===== src/efrlm_pkg.sv =====
// Shared types and constants for the escaped frame receiver and link monitor.
// No dependencies; imported by the core, the top level and the checker.
`default_nettype none

package efrlm_pkg;

	localparam int APB_ADDR_W = 5;
	localparam int APB_DATA_W = 32;

	localparam logic [15:0] COUNT_MAX = 16'hFFFF;

	// Reset values of the configuration registers
	localparam logic        RST_LINK_ENABLE  = 1'b0;
	localparam logic        RST_LINK_ROLE    = 1'b0;
	localparam logic [15:0] RST_IDLE_TIMEOUT = 16'd100;
	localparam logic [7:0]  RST_BEGIN_CODE   = 8'd2;
	localparam logic [7:0]  RST_END_CODE     = 8'd3;
	localparam logic [7:0]  RST_ESCAPE_CODE  = 8'd16;

	typedef enum logic [2:0] {
		REG_LINK_ENABLE  = 3'd0,
		REG_LINK_ROLE    = 3'd1,
		REG_IDLE_TIMEOUT = 3'd2,
		REG_BEGIN_CODE   = 3'd3,
		REG_END_CODE     = 3'd4,
		REG_ESCAPE_CODE  = 3'd5
	} reg_idx_t;

	typedef enum logic {
		REQ_BYTE = 1'b0,
		REQ_TICK = 1'b1
	} req_kind_t;

	typedef enum logic {
		ROLE_MASTER = 1'b0,
		ROLE_SLAVE  = 1'b1
	} link_role_t;

	typedef struct packed {
		logic       req_type;
		logic [7:0] rx_byte;
		logic       sink_full;
	} req_t;

	typedef struct packed {
		logic        data_valid;
		logic [7:0]  data_byte;
		logic        overrun_flag;
		logic        frame_done;
		logic [15:0] frame_length;
		logic        framing_error;
		logic        connect_event;
		logic        disconnect_event;
		logic        link_up;
		logic        flush_queues;
		logic        send_frame;
	} rsp_t;

	typedef struct packed {
		logic        link_enable;
		logic        link_role;
		logic [15:0] idle_timeout_ticks;
		logic [7:0]  begin_code;
		logic [7:0]  end_code;
		logic [7:0]  escape_code;
	} cfg_t;

endpackage

`default_nettype wire


===== src/efrlm_core.sv =====
// Deframing and link state: holds frame/escape/count/idle/link state and
// works out one result per beat. Depends on efrlm_pkg.
`default_nettype none

module efrlm_core
	import efrlm_pkg::*;
(
	input  wire logic clk,
	input  wire logic arst_n,
	input  wire cfg_t cfg,
	input  wire logic clear,
	input  wire logic accept,
	input  wire req_t req,
	output rsp_t      rsp
);

	logic        in_frame_q;
	logic        escape_pending_q;
	logic [15:0] payload_count_q;
	logic [15:0] idle_ticks_q;
	logic        link_connected_q;

	logic        in_frame_d;
	logic        escape_pending_d;
	logic [15:0] payload_count_d;
	logic [15:0] idle_ticks_d;
	logic        link_connected_d;

	logic [15:0] idle_inc;

	assign idle_inc = (idle_ticks_q == COUNT_MAX) ? idle_ticks_q : idle_ticks_q + 16'd1;

	always_comb begin
		in_frame_d       = in_frame_q;
		escape_pending_d = escape_pending_q;
		payload_count_d  = payload_count_q;
		idle_ticks_d     = idle_ticks_q;
		link_connected_d = link_connected_q;
		rsp              = '0;

		if (cfg.link_enable) begin
			if (req_kind_t'(req.req_type) == REQ_BYTE) begin
				idle_ticks_d = '0;
				if (!in_frame_q) begin
					// outside a frame only the begin code matters
					if (req.rx_byte == cfg.begin_code) begin
						in_frame_d       = 1'b1;
						escape_pending_d = 1'b0;
						payload_count_d  = '0;
					end
				end else if (!escape_pending_q && req.rx_byte == cfg.end_code) begin
					rsp.frame_done   = 1'b1;
					rsp.frame_length = payload_count_q;
					rsp.send_frame   = 1'b1;
					in_frame_d       = 1'b0;
					payload_count_d  = '0;
					if (!link_connected_q) begin
						link_connected_d  = 1'b1;
						rsp.connect_event = 1'b1;
						rsp.flush_queues  = 1'b1;
					end
				end else if (!escape_pending_q && req.rx_byte == cfg.escape_code) begin
					escape_pending_d = 1'b1;
				end else begin
					escape_pending_d = 1'b0;
					if (link_connected_q) begin
						rsp.data_valid   = 1'b1;
						rsp.data_byte    = req.rx_byte;
						rsp.overrun_flag = req.sink_full;
						if (payload_count_q != COUNT_MAX)
							payload_count_d = payload_count_q + 16'd1;
					end
				end
			end else begin
				idle_ticks_d = idle_inc;
				// a zero timeout behaves as one since idle_inc is at least one
				if (idle_inc >= cfg.idle_timeout_ticks) begin
					rsp.framing_error = in_frame_q;
					if (link_connected_q) begin
						link_connected_d     = 1'b0;
						rsp.disconnect_event = 1'b1;
						rsp.flush_queues     = 1'b1;
					end
					rsp.send_frame   = (link_role_t'(cfg.link_role) == ROLE_MASTER);
					in_frame_d       = 1'b0;
					escape_pending_d = 1'b0;
					payload_count_d  = '0;
					idle_ticks_d     = '0;
				end
			end
			rsp.link_up = link_connected_d;
		end
	end

	always_ff @(posedge clk or negedge arst_n) begin
		if (!arst_n) begin
			in_frame_q       <= 1'b0;
			escape_pending_q <= 1'b0;
			payload_count_q  <= '0;
			idle_ticks_q     <= '0;
			link_connected_q <= 1'b0;
		end else if (clear) begin
			in_frame_q       <= 1'b0;
			escape_pending_q <= 1'b0;
			payload_count_q  <= '0;
			idle_ticks_q     <= '0;
			link_connected_q <= 1'b0;
		end else if (accept) begin
			in_frame_q       <= in_frame_d;
			escape_pending_q <= escape_pending_d;
			payload_count_q  <= payload_count_d;
			idle_ticks_q     <= idle_ticks_d;
			link_connected_q <= link_connected_d;
		end
	end

endmodule

`default_nettype wire


===== src/escaped_frame_receiver_link_monitor.sv =====
// Latency: a beat accepted at one edge shows its result at rsp from the next cycle.
// Throughput: one beat per cycle; the single result register is the only stage,
// and req_stall rises only while that register holds a result that is stalled.
// Reset: arst_n clears all link state and loads the register defaults at once.
// Writing 0 to link_enable clears link state as well.
`default_nettype none

module escaped_frame_receiver_link_monitor
	import efrlm_pkg::*;
(
	input  wire logic                  clk,
	input  wire logic                  arst_n,
	input  wire logic                  psel,
	input  wire logic                  penable,
	input  wire logic                  pwrite,
	input  wire logic [APB_ADDR_W-1:0] paddr,
	input  wire logic [APB_DATA_W-1:0] pwdata,
	output logic      [APB_DATA_W-1:0] prdata,
	output logic                       pready,
	input  wire logic                  req_valid,
	output logic                       req_stall,
	input  wire req_t                  req,
	output logic                       rsp_valid,
	input  wire logic                  rsp_stall,
	output rsp_t                       rsp
);

	cfg_t     cfg_q;
	logic     cfg_wr;
	logic     clear;
	reg_idx_t reg_idx;
	logic     accept;
	rsp_t     rsp_d;
	logic     rsp_valid_q;
	rsp_t     rsp_q;

	assign pready  = 1'b1;
	assign reg_idx = reg_idx_t'(paddr[4:2]);
	assign cfg_wr  = psel && penable && pwrite && pready;
	assign clear   = cfg_wr && (reg_idx == REG_LINK_ENABLE) && !pwdata[0];

	always_ff @(posedge clk or negedge arst_n) begin
		if (!arst_n) begin
			cfg_q.link_enable        <= RST_LINK_ENABLE;
			cfg_q.link_role          <= RST_LINK_ROLE;
			cfg_q.idle_timeout_ticks <= RST_IDLE_TIMEOUT;
			cfg_q.begin_code         <= RST_BEGIN_CODE;
			cfg_q.end_code           <= RST_END_CODE;
			cfg_q.escape_code        <= RST_ESCAPE_CODE;
		end else if (cfg_wr) begin
			unique case (reg_idx)
				REG_LINK_ENABLE:  cfg_q.link_enable        <= pwdata[0];
				REG_LINK_ROLE:    cfg_q.link_role          <= pwdata[0];
				REG_IDLE_TIMEOUT: cfg_q.idle_timeout_ticks <= pwdata[15:0];
				REG_BEGIN_CODE:   cfg_q.begin_code         <= pwdata[7:0];
				REG_END_CODE:     cfg_q.end_code           <= pwdata[7:0];
				REG_ESCAPE_CODE:  cfg_q.escape_code        <= pwdata[7:0];
				default: ;
			endcase
		end
	end

	always_comb begin
		prdata = '0;
		unique case (reg_idx)
			REG_LINK_ENABLE:  prdata[0]    = cfg_q.link_enable;
			REG_LINK_ROLE:    prdata[0]    = cfg_q.link_role;
			REG_IDLE_TIMEOUT: prdata[15:0] = cfg_q.idle_timeout_ticks;
			REG_BEGIN_CODE:   prdata[7:0]  = cfg_q.begin_code;
			REG_END_CODE:     prdata[7:0]  = cfg_q.end_code;
			REG_ESCAPE_CODE:  prdata[7:0]  = cfg_q.escape_code;
			default:          prdata       = '0;
		endcase
	end

	// A new beat goes in whenever the result register is free or being drained.
	assign req_stall = rsp_valid_q && rsp_stall;
	assign accept    = req_valid && !req_stall;

	efrlm_core u_core (
		.clk    (clk),
		.arst_n (arst_n),
		.cfg    (cfg_q),
		.clear  (clear),
		.accept (accept),
		.req    (req),
		.rsp    (rsp_d)
	);

	always_ff @(posedge clk or negedge arst_n) begin
		if (!arst_n)
			rsp_valid_q <= 1'b0;
		else if (!req_stall)
			rsp_valid_q <= req_valid;
	end

	always_ff @(posedge clk) begin
		if (accept)
			rsp_q <= rsp_d;
	end

	assign rsp_valid = rsp_valid_q;
	assign rsp       = rsp_q;

endmodule

`default_nettype wire


===== config.mk =====
export PLATFORM = sky130hd
export DESIGN_NAME = escaped_frame_receiver_link_monitor
export DESIGN_NICKNAME = d
export VERILOG_FILES = /design/src/efrlm_pkg.sv /design/src/efrlm_core.sv /design/src/escaped_frame_receiver_link_monitor.sv
export SDC_FILE = /design/constraint.sdc
export NUM_CORES = 1
export LEC_CHECK = 0
export ABC_AREA = 1
export BUFFER_PORTS_ARGS = -buffer_cell sky130_fd_sc_hd__buf_2
export CORE_UTILIZATION = 45
export CTS_CLUSTER_DIAMETER = 60
export DETAILED_ROUTE_END_ITERATION = 7
export GPL_TIMING_DRIVEN = 0
export PLACE_DENSITY = 0.76
export SLEW_MARGIN = 20
export SYNTH_ARGS = -nofsm -noshare
export SYNTH_HDL_FRONTEND = slang
export SYNTH_SLANG_ARGS = --single-unit

===== constraint.sdc =====
create_clock -name clk -period 2.8 [get_ports clk]
set_input_delay 0.56 -clock clk [delete_from_list [all_inputs] [get_ports clk]]
set_output_delay 0.56 -clock clk [all_outputs]
set_load 0.05 [all_outputs]

# --- Word-level counts from Yosys, hierarchy flattened ---
# Index checks and enable logic that the tools add are counted.
word_totals:
  ff_bits: 111
  input_bits: 54
  output_inout_bits: 68
  wordCells: 127
classes:
  addsub: 2
  order_cmp: 1
  n_eq_ne: 15
  n_mux: 51
  bitwise: 5
  n_reduce_logical: 30
op_table:
  columns: ["cell", "count"]
  rows:
  - ["16-bit 2-to-1 mux", 17]
  - ["16-bit by 1-bit adder with 16-bit output, second input constant", 2]
  - ["7-bit case mux with 4 select lines", 1]
  - ["1-bit 2-to-1 mux", 25]
  - ["8-bit == test", 3]
  - ["17-bit 2-to-1 mux", 1]
  - ["16-bit == test, second input constant", 1]
  - ["16-bit greater-or-equal comparator", 1]
  - ["16-bit inequality test, second input constant", 1]
  - ["5-bit inequality test, second input constant", 3]
  - ["2-bit AND reduction", 7]
  - ["10-bit 2-to-1 mux", 1]
  - ["1-bit logical AND", 8]
  - ["2-bit 2-to-1 mux", 4]
  - ["8-bit 2-to-1 mux", 1]
  - ["7-bit AND reduction", 1]
  - ["3-bit by 2-bit == test with 1-bit output, second input constant", 2]
  - ["3-bit == test, second input constant", 2]
  - ["1-bit case mux with 6 select lines", 1]
  - ["3-bit AND reduction", 2]
  - ["6-bit OR reduction", 1]
  - ["1-bit inverter", 5]
  - ["5-bit AND reduction", 1]
  - ["5-bit OR reduction", 1]
  - ["other kinds (9)", 12]

# --- Logic depth before layout (Yosys ltp) ---
# Gate-level depths: netlist (run 1).
logic_depth:
  depth_word: 10
  mapped_depth: 26
  mapped_depth_nobuf: 25

# --- By module ---
# From an unflattened synthesis (run 1), not the netlist that was laid out.
unflattened:
  cells_unflattened: 873
  hier_area_um2: 6784.0
by_module_without_submodules:
  columns: ["module", "instances", "cells_per_inst", "area_per_inst_um2", "seq_area_each_um2"]
  rows:
  - ["efrlm_core", 1, 555, 3414.5, 875.8]
  - ["escaped_frame_receiver_link_monitor", 1, 318, 3369.5, 2075.7]

# --- Least setup slack after synthesis (run 1) ---
# Ideal clock, no wire load.
synth_timing:
  kind: "register -> register"
  start: "reg rsp_valid_q (netlist: rsp_valid)"
  end: "reg u_core.payload_count_q[10]"
  setup_ns: 0.117
  t_arrival_ns: 3.339
  t_required_ns: 2.683
  setup_slack_ns: -0.656
  stages_incl_launch_ff: 14
  n_path_buf: 1
  synth_period_minus_slack_ns: 3.456
  path_cell_list: "dfrtp_1 nand2_1 inv_1 nor2_1 nand2_1 inv_1 nor2_4 inv_2 nand2_2 nor2_4 nand2_4 buf_6 nand2_1 nand2_1"
synth_between:
  elab_chain_len: 5
synth_lines:
  columns: ["item", "line", "rtl"]
  rows:
  - ["from (decl)", "escaped_frame_receiver_link_monitor.sv:34", "logic rsp_valid_q;"]
  - ["from (signal assigned)", "escaped_frame_receiver_link_monitor.sv:94", "rsp_valid_q <= req_valid;"]
  - ["1-bit logical AND", "escaped_frame_receiver_link_monitor.sv:77", "assign req_stall = rsp_valid_q && rsp_stall;"]
  - ["named net req_stall", "escaped_frame_receiver_link_monitor.sv:21", "output logic req_stall,"]
  - ["1-bit logical NOT", null, null]
  - ["1-bit logical AND", "escaped_frame_receiver_link_monitor.sv:78", "assign accept = req_valid && !req_stall;"]
  - ["named net accept", "escaped_frame_receiver_link_monitor.sv:32", "logic accept;"]
  - ["2-bit nonzero test (no line)", null, null]
  - ["7-bit AND reduction (no line)", null, null]
  - ["to (signal assigned)", "efrlm_core.sv:111", "payload_count_q <= payload_count_d;"]
  - ["to (decl)", "efrlm_core.sv:19", "logic [15:0] payload_count_q;"]
# The timed path passes the listed nets, and every way through them passes these cells.
# A chain may end at the register's enable or synchronous reset.

# --- Worst setup path after layout (run 1) ---
layout_timing:
  start: "reg u_core.idle_ticks_q[1]"
  end: "reg u_core.payload_count_q[11]"
layout_between:
  elab_chain_len: 5
  word_cells_on_any_way: 6
  cone_classes: "add/sub: 1; order compare: 1; eq/ne: 2; mux: 1; reduce/logical: 1"
layout_lines:
  columns: ["item", "line", "rtl"]
  rows:
  - ["from (decl)", "efrlm_core.sv:20", "logic [15:0] idle_ticks_q;"]
  - ["from (signal assigned)", "efrlm_core.sv:112", "idle_ticks_q <= idle_ticks_d;"]
  - ["16-bit by 1-bit adder with 16-bit output / 16-bit == test (equally long branches)", "efrlm_core.sv:31", "assign idle_inc = (idle_ticks_q == COUNT_MAX) ? idle_ticks_q : idle_ticks_q + 16'd1;"]
  - ["16-bit 2-to-1 mux *", "efrlm_core.sv:31", null]
  - ["16-bit greater-or-equal comparator *", "efrlm_core.sv:77", "if (idle_inc >= cfg.idle_timeout_ticks) begin"]
  - ["3-bit by 1-bit inequality test with 1-bit output (no line) *", null, null]
  - ["7-bit AND reduction (no line) *", null, null]
# Every way passes the cells marked *; elsewhere a longest branch is shown, timed or not.

==> results of run 1 <==
==> placed cells by master (no fill, tap or decap), types with 21 or more instances in the layout <==
cell type,instances
inv_1,119
nand2_1,189
nand3_1,26
nor2_1,96
edfxtp_1,33
a21oi_1,21
o21ai_0,38
buf_2,91
dfrtp_1,71
buf_4,36
==> sequential cells by signal, summed over array words and instances, names as in the netlist <==
register / count
cfg_q: 42
rsp: 33
rsp_valid: 1
u_core.escape_pending_q: 1
u_core.idle_ticks_q: 16
u_core.in_frame_q: 1
u_core.link_connected_q: 1
u_core.payload_count_q: 16
==> cell type report <==
| class | instances | area [um^2] | area share (%) |
|---|---|---|---|
| plain buffers | 33 | 233 | 2.93 |
| multi-input cells | 568 | 3130 | 39.4 |
| well taps | 180 | 225 | 2.84 |
| flip-flops and latches | 111 | 2950 | 37.2 |
| clock buffers | 12 | 246 | 3.10 |
| repair buffers | 107 | 614 | 7.74 |
| inverters | 132 | 503 | 6.33 |
| clock inverters | 4 | 36.3 | 0.457 |
==> power groups by stage <==
| stage | clock network, mW | logic (mW) | registers, mW |
|---|---|---|---|
| floorplan | 0 | 0.731 | 2.08 |
| global placement | 0 | 1.02 | 2.04 |
| detailed placement | 0 | 1.04 | 2.05 |
| CTS | 1.28 | 1.14 | 2.01 |
| global route | 1.33 | 1.33 | 2.05 |
| finish | 1.27 | 1.19 | 2.03 |
==> path summary, 6_finish.rpt <==
path	from	to	slack [ps]	depth (start not counted)
min reg2reg	cfg_q[8]	cfg_q[8]	500	2
max	u_core.idle_ticks_q[1]	u_core.payload_count_q[11]	-260	23
max reg2reg	u_core.idle_ticks_q[1]	u_core.payload_count_q[11]	-260	23
min	arst_n	cfg_q[37]	170	1
max in group asynchronous	arst_n	cfg_q[4]	1970	2
min in group clk	rsp_stall	rsp_valid	420	3
==> critical path: cells and delay by family, from the launching register on <==
family | cells | cell delay, ps
adders and majority gates | 2 | 440
AOI/OAI and AO/OA | 1 | 190
and+or+nand+nor | 17 | 1640
DFF | 1 | 400
buffers and inverters | 3 | 270
==> logic make-up after synthesis <==
| kind of cell | after synthesis |
|---|---|
| other | 2 |
| flip-flops | 111 |
| buffers and inverters | 165 |
| XOR/XNOR | 21 |
| AO/OA/AOI/OAI | 105 |
| AND/OR/NAND/NOR | 406 |
| adder cells (fa/ha/maj) | 19 |
==> metal layers <==
metal	vias to the layer above	share of wire (%)	track usage [%]
li1	2883	-	-
met1	2735	44	29.5
met2	186	49	37.1
met3	20	5.8	4.96
met4	0	1.4	6.87
met5	-	0	0
==> timing repair <==
action / CTS / global route
resized for setup: 41 / 37
pin swaps: 13 / 15
buffers inserted: 15 / 4
setup endpoints to repair: 40 / 41
gates cloned: 1 / 1
==> results.md, run 1 <==
- Run status: finished, violations left
- Failing checks: setup timing
- Vias in the first global route: 5,504
- Period minus WS final: 3060 ps
- Via-to-Cell Ratio: 5.08
- Synthesis warning total: 0
- ANT nets after route: 0
- Period Utilization, post-route: 109%
- Synth Instances: 829
- Dpl cells: 1,110
- Row count: 43
- Die Height: 122 um
- Sw power: 1.56 mW
- Vias: 5,824
- RSZ-0062 raised after global routing: true
- Placer Congestion: 0.925
- CTS Hold Bufs: 0
- Antenna diode count: 0
- GRT Total Usage: 22.6%
- Clk buf depth: 2
- Worst-path clk slew: 80 ps
- Int Pwr: 2.93 mW
- Rel. slew slack: 37.2%
- Per-cell routed wire length: 14.1 um
- Final Hold Fails: 0
- Pre-CTS setup slack: -472 ps
- Pwr dens: 565 nW/um^2
- Core ar.: 14,000 um^2
- Final Non-Filler Cells: 1,147
- Critical path fanouts, max: 6
- Peak VDD IR: 0.339 mV
- Unique masters post-synth: 41
- Number of buffers created by CTS: 9
- Yosys reg bits: 111
- Slowest CP cell: dfrtp_1
- Crit path largest cell delay: 400 ps
- Starting Density: 46.4%
- Combinational power share: 26.6%
- Residual DRC: 0
- CTS tree: yes
- GRT overflow: 0
- Port Buffers: 85
- Area grow syn2layout: 22.5%
- Top FF cell, synth: dfrtp_1
- Hold Path Class: in -> async
- Filler instances: 1,252
- Synth Cell Area: 6480 um^2
- Largest net degree at the start of global routing: 41
- Initial antenna violation count: 0
- Top post-synthesis cells by count: nand2_1 (209), inv_1 (122), nor2_1 (100)
- Final Util: 56.8%
- Clk network pwr share: 28.3%
- Ys async rst share: 70.3%
- Crit path top cell by count: nand2_4
- Clk_lat worst skew: 360 ps
- First-pass GRT wire length: 25,900 um
- Area after DPL: 7230 um^2
- Synth area leaders: dfrtp_1 (27%), edfxtp_1 (15%), nand2_1 (12%)
- NumNets Final: 1,035
- Fmax: 327 MHz
- Register area share after synthesis: 45.5%
- IO Pins: 122
- Setup TNS: -6750 ps
- Syn Area/Cell: 7.82 um^2
- Share of layout cells above drive strength 1: 25.5%
- Crit path required time: 3060 ps
- Post-Synth Simple-Gate Area: 27.7%
- Synth top area share: 27.4%
- Most frequent cell after synthesis: nand2_1
- Detail Placement HPWL: 11,600 um
- Clk sinks: 111
- 1st-pass router iterations: 5
- Finished Cell Area: 7940 um^2
- Post-Synth Adder-Cell Area: 3.67%
- Largest family of logic cells by synthesized area: simple AND/OR/NAND/NOR gates
- Final WL: 16,200 um
- Setup violations, final: 40
- Critical setup path kind: reg -> reg
- Hold_ws: 167 ps
- Die Span X: 122 um
- Total power: 4.49 mW
- Final worst slack: -260 ps
- Mux cell area share after synthesis: 0%
- Switching part of the total: 34.8%
- Largest area contributor in the netlist: dfrtp_1
- Die ar.: 14,900 um^2
- XOR/XNOR Fraction of Synth Area: 2.84%
- H-tree Lvls: 3
- CP Cell Sequence: ha_4, nand2_4, nor2_4, inv_2, nor3_4, nand2_2, nor2_4, nand2_4, o21ai_4, inv_2, ha_4, nand4_1, nor2_1, nor2_1, nand2_1, nand2_4, nand3_4, nand2_4, nor2_4, nand2_4, buf_8, nand2_1, nand2_1
- Number of synthesized flops with an enable pin: 33
- Startpoint class of the critical path: flop
- Leak: 3.94 nW
- Critical path capture point type: flop
- Crit path DAT: 3310 ps
- Initial DRC Count: 453
- Maxcap violations: 0
- Reg power frac: 45.1%
- CTS Root Cell: clkbuf_16
- Actual slew at the worst max-slew pin: 940 ps
- Clock Skews: 8.27 ps
- Final Max Slew Viols: 0
- Synth Area in Compound Gates: 9.07%
No activity file was read; power rests on OpenSTA's default activity.
==> inputs of run 2 (changes only) <==
--- a/config.mk
+++ b/config.mk
@@ -7,11 +7,11 @@
 export LEC_CHECK = 0
 export ABC_AREA = 1
 export BUFFER_PORTS_ARGS = -buffer_cell sky130_fd_sc_hd__buf_2
-export CORE_UTILIZATION = 45
+export CORE_UTILIZATION = 25
 export CTS_CLUSTER_DIAMETER = 60
 export DETAILED_ROUTE_END_ITERATION = 7
 export GPL_TIMING_DRIVEN = 0
-export PLACE_DENSITY = 0.76
+export PLACE_DENSITY = 0.51
 export SLEW_MARGIN = 20
 export SYNTH_ARGS = -nofsm -noshare
 export SYNTH_HDL_FRONTEND = slang
==> results.md, run 2 (synthesized netlist as in run 1, its figures left out) <==
- Crit path DAT: 3200 ps
- Die ar.: 26,600 um^2
- Initial antenna violation count: 0
- Share of layout cells above drive strength 1: 27.2%
- Period Utilization, post-route: 105%
- Area grow syn2layout: 26.6%
- Die Height: 163 um
- CTS tree: yes
- Residual DRC: 0
- Switching part of the total: 35.1%
- Commonest non-fill, non-tap cell in the layout: nand2_1
- Per-cell routed wire length: 13.5 um
- Critical path capture point type: flop
- Clk_lat worst skew: 370 ps
- ANT nets after route: 0
- Most flop-heavy register: cfg_q
- GRT overflow: 0
- Setup violations, final: 35
- Hold Path Class: in -> async
- Vias in the first global route: 5,529
- 1st-pass router iterations: 4
- RSZ-0062 raised after global routing: true
- Final WL: 17,500 um
- Via-to-Cell Ratio: 4.37
- Peak VDD IR: 0.294 mV
- Final worst slack: -154 ps
- Fmax: 339 MHz
- CTS Hold Bufs: 0
- Max FFs per register: 42
- Row count: 58
- Die Span X: 163 um
- Slowest CP cell: dfrtp_2
- Maxcap violations: 0
- First-pass GRT wire length: 28,500 um
- Port Buffers: 85
- GRT Total Usage: 13.8%
- Clk buf depth: 2
- Clock Skews: 15.5 ps
- Detail Placement HPWL: 13,100 um
- Period minus WS final: 2950 ps
- Starting Density: 25.6%
- Crit path largest cell delay: 430 ps
- CP Cell Sequence: ha_4, nand2_4, nor2_4, inv_2, nor3_4, buf_4, or2_2, a21oi_1, inv_1, ha_1, nand2_1, inv_1, nand3_1, nor2_2, nand2_4, nand3_4, nand2_4, nor2_4, nand2_4, buf_8, nand2_2, nand2_1
- CTS Root Cell: clkbuf_16
- Antenna diode count: 0
- Initial DRC Count: 297
- H-tree Lvls: 3
- Clk sinks: 111
- Pre-CTS setup slack: -622 ps
- Int Pwr: 2.93 mW
- Final Max Slew Viols: 0
- Number of buffers created by CTS: 9
- Clk network pwr share: 27.5%
- Run status: finished, violations left
- Largest net degree at the start of global routing: 47
- Crit path required time: 3050 ps
- Combinational power share: 27.9%
- Sw power: 1.58 mW
- IO Pins: 122
- Core ar.: 25,300 um^2
- Placer Congestion: 0.831
- Final Hold Fails: 0
- NumNets Final: 1,036
- Pwr dens: 550 nW/um^2
- Leak: 3.97 nW
- Failing checks: setup timing
- Critical setup path kind: reg -> reg
- Crit path top cell by count: nand2_4
- Actual slew at the worst max-slew pin: 1010 ps
- Vias: 5,666
- Worst-path clk slew: 80 ps
- Reg power frac: 44.6%
- Hold_ws: 168 ps
- Startpoint class of the critical path: flop
- Commonest cells after routing, fill and taps aside: nand2_1 (182), inv_1 (117), nor2_1 (92)
- Critical path fanouts, max: 6
- Rel. slew slack: 32.6%
-- run 2: changes by cell type in the layout (fill, tap and decap cells not counted), sizes merged --
cell,delta
inv,+2
clkinvlp,-1
clkinv,+1
buf,+1
clkbuf,-2
-- run 2: metal layers --
metal,vias up,track usage [%],part of all wire [%]
li1,2877,-,-
met5,-,0,0
met3,15,2.59,4.6
met4,0,4.21,1.4
met1,2644,18.5,47
met2,130,22.3,47
-- run 2: critical path: cells and delay by family (launching register included) --
family	cells	cell delay [ps]
and+or+nand+nor	14	1280
buffers and inverters	5	500
adders and majority gates	2	450
DFF	1	430
AOI/OAI and AO/OA	1	190
-- run 2: final timing paths --
check | from | end | slack [ps] | cells past startpoint
min | arst_n | u_core.payload_count_q[10] | 170 | 1
min in group clk | rsp_stall | rsp_valid | 420 | 3
max reg2reg | u_core.idle_ticks_q[0] | u_core.payload_count_q[11] | -150 | 22
min reg2reg | rsp_valid | rsp_valid | 500 | 2
max | u_core.idle_ticks_q[0] | u_core.payload_count_q[11] | -150 | 22
max in group asynchronous | arst_n | cfg_q[9] | 1960 | 2
-- run 2: power by group through the flow --
stage / Sequential [mW] / Clock, mW / Combinational (mW)
after floorplan: 2.08 / 0 / 0.731
after global placement: 2.03 / 0 / 1.04
after detailed placement: 2.04 / 0 / 1.05
after CTS: 2.00 / 1.29 / 1.17
after global routing: 2.04 / 1.34 / 1.41
final: 2.01 / 1.24 / 1.26
-- run 2: area by class of cell --
| class | instances | area, um^2 |
|---|---|---|
| repair buffers | 108 | 648 |
| fillers | 2752 | 17100 |
| clock buffers | 10 | 229 |
| flip-flops and latches | 111 | 2950 |
| well taps | 330 | 413 |
| inverters | 132 | 503 |
| plain buffers | 33 | 236 |
| multi-input cells | 568 | 3180 |
| clock inverters | 6 | 42.5 |
-- run 2: metrics by stage --
step	instances	util [%]	TNS, ps	total power [mW]	cell area, um^2
after floorplan	844	-	0	2.81	6560
after global placement	1259	29.2	-20300	3.08	7400
final	1298	32.4	-3140	4.51	8210
after CTS	1292	31.5	-4480	4.46	7980
after global routing	1298	32.4	-9340	4.79	8210
after detailed placement	1260	29.3	-20880	3.09	7430
-- run 2: what timing repair did --
item,in CTS,in global routing
resized for setup,43,53
setup endpoints to repair,41,40
hold endpoints to repair,0,0
pin swaps,14,33
gates cloned,2,0
setup buffers,14,6
==> inputs of run 3 (changes only) <==
--- a/config.mk
+++ b/config.mk
@@ -7,11 +7,13 @@
 export LEC_CHECK = 0
 export ABC_AREA = 1
 export BUFFER_PORTS_ARGS = -buffer_cell sky130_fd_sc_hd__buf_2
+export CORE_ASPECT_RATIO = 0.9
 export CORE_UTILIZATION = 25
 export CTS_CLUSTER_DIAMETER = 60
 export DETAILED_ROUTE_END_ITERATION = 7
 export GPL_TIMING_DRIVEN = 0
 export PLACE_DENSITY = 0.51
+export SKIP_CTS_REPAIR_TIMING = 1
 export SLEW_MARGIN = 20
 export SYNTH_ARGS = -nofsm -noshare
 export SYNTH_HDL_FRONTEND = slang
==> results.md, run 3 (synthesized netlist as in run 1, its figures left out) <==
- Total power: 4.69 mW
- Final WL: 17,300 um
- CTS tree: yes
- GRT Total Usage: 13.5%
- Crit path DAT: 3380 ps
- Area after DPL: 7440 um^2
- Int Pwr: 3.12 mW
- Sw power: 1.57 mW
- Via-to-Cell Ratio: 4.30
- First-pass GRT wire length: 28,100 um
- Run status: finished, violations left
- Period Utilization, post-route: 111%
- Crit path required time: 3070 ps
- Core ar.: 25,300 um^2
- Combinational power share: 26.3%
- Maxcap violations: 0
- Crit path largest cell delay: 440 ps
- Hold Path Class: in -> async
- Placer Congestion: 0.877
- CP Cell Sequence: ha_4, nand2_4, nor2_4, inv_2, nor3_4, nand2_2, nor2_4, nand2_4, nand3_2, o21ai_2, inv_1, ha_4, nand2_1, inv_1, nand2_1, nand2_1, nor2_1, nand2_1, nand2_2, buf_4, nand4_1, buf_6, clkbuf_4, o22ai_1
- Slowest CP cell: dfrtp_1
- Die ar.: 26,600 um^2
- Critical path capture point type: flop
- Pwr dens: 574 nW/um^2
- Area of the multi-input gates: 3090 um^2
- RSZ-0062 raised after global routing: true
- Final Hold Fails: 0
- Number of buffers created by CTS: 9
- Residual DRC: 0
- Fmax: 322 MHz
- Clk buf depth: 2
- Finished Cell Area: 8180 um^2
- Initial DRC Count: 226
- 1st-pass router iterations: 5
- ANT nets after route: 0
- Switching part of the total: 33.5%
- Largest net degree at the start of global routing: 51
- Final worst slack: -310 ps
- Per-cell routed wire length: 13.2 um
- Commonest non-fill, non-tap cell in the layout: nand2_1
- Pre-CTS setup slack: -701 ps
- Clock Skews: 11.0 ps
- Vias in the first global route: 5,407
- GRT overflow: 0
- Area grow syn2layout: 26.1%
- CTS Root Cell: clkbuf_16
- Reg power frac: 42.8%
- Worst-path clk slew: 70 ps
- Reg-to-Reg Start: u_core.idle_ticks_q[1]
- Setup violations, final: 40
- Most flop-heavy register: cfg_q
- Peak VDD IR: 0.307 mV
- Cell family with most CP delay: simple AND/OR/NAND/NOR gates
- Vias: 5,627
- Share of layout cells above drive strength 1: 25.1%
- Period minus WS final: 3110 ps
- H-tree Lvls: 3
- IO Pins: 122
- Port Buffers: 85
- Seq. cell area: 2950 um^2
- Reg2reg end: u_core.idle_ticks_q[9]
- Clk network pwr share: 30.9%
- Clk_lat worst skew: 360 ps
- Max FFs per register: 42
- Startpoint class of the critical path: flop
- Die Height: 155 um
- Commonest cells after routing, fill and taps aside: nand2_1 (187), inv_1 (120), nor2_1 (96)
- Initial antenna violation count: 0
- NumNets Final: 1,035
- Final Max Slew Viols: 0
- Clk sinks: 111
- Critical path fanouts, max: 6
- Worst r2r path cells: 24
- Actual slew at the worst max-slew pin: 1010 ps
- Buf+Inv Stages, Crit Path: 6
- Detail Placement HPWL: 13,100 um
- Failing checks: setup timing
- Leak: 3.97 nW
- Rel. slew slack: 32.6%
- Crit path top cell by count: nand2_1
- Worst R2R Setup Slack: -310 ps
- Starting Density: 25.6%
- Row count: 55
- Antenna diode count: 0
- Filler instances: 2,764
- Critical setup path kind: reg -> reg
- Die Span X: 172 um
==> run 3: changes by cell type in the layout (fill, tap and decap cells not counted), moves of 3 or more <==
cell,previous run,this run
nor2_2,9,6
inv_4,5,1
a21oi_2,2,5
nor2_1,92,96
inv_2,13,10
nand2_2,25,21
nand2_1,182,187
a21oi_1,24,21
inv_1,117,120
nand3_1,26,30
==> run 3: power groups by stage <==
stage	sequential [mW]	clock, mW	combinational, mW
5_1_grt	2.04	1.55	1.40
6_report	2.01	1.45	1.24
3_5_place_dp	2.04	0	1.05
4_1_cts	2.00	1.51	1.06
3_3_place_gp	2.03	0	1.04
2_1_floorplan	2.08	0	0.731
==> run 3: how the worst max path moves through the flow <==
| stage | start | end | slack (ps) | cells past startpoint |
|---|---|---|---|---|
| 3_5_place_dp | u_core.idle_ticks_q[0] | u_core.idle_ticks_q[15] | -700 | 20 |
| 5_1_grt | u_core.idle_ticks_q[1] | u_core.payload_count_q[8] | -540 | 20 |
| 3_3_place_gp | u_core.idle_ticks_q[0] | u_core.idle_ticks_q[15] | -630 | 20 |
| 4_1_cts | u_core.idle_ticks_q[0] | u_core.idle_ticks_q[15] | -700 | 20 |
| 6_report | u_core.idle_ticks_q[1] | u_core.idle_ticks_q[9] | -310 | 24 |
| 2_1_floorplan | u_core.idle_ticks_q[0] | u_core.payload_count_q[10] | 2 | 25 |
==> run 3: worst reg2reg max path: stages, from the launching register on <==
cell      delay, ps
dfrtp_1         440
ha_4            180
nand2_4          60
nor2_4           90
inv_2            60
nor3_4          200
nand2_2         120
nor2_4          150
nand2_4         110
nand3_2          90
o21ai_2          70
inv_1           100
ha_4            200
nand2_1          60
inv_1            50
nand2_1          60
nand2_1          60
nor2_1          100
nand2_1          70
nand2_2         110
buf_4           130
nand4_1          90
buf_6           160
clkbuf_4        170
o22ai_1         110
==> run 3: area by class of cell <==
cell class	count	area share (%)
Multi-Input combinational cell	568	37.7
Sequential cell	111	36.1
Tap cell	342	5.23
Inverter	132	6.15
Clock buffer	9	2.75
Clock inverter	7	1.30
Timing Repair Buffer	107	7.91
Buffer	33	2.81
==> run 3: metal layers <==
layer  track usage [%]  share of wire (%)
met1              19.3                 50
met2              20.6                 45
met3              2.66                4.0
met4              3.46                1.2
met5                 0                  0
==> run 3: stage by stage <==
step	TNS, ps	util [%]	hold slack [ps]	std cells
global route	-18360	32.3	166	1309
floorplan	0	-	264	844
CTS	-23520	30.7	154	1288
detailed placement	-23140	29.4	496	1272
global placement	-21180	29.3	476	1271
finish	-9380	32.3	140	1309
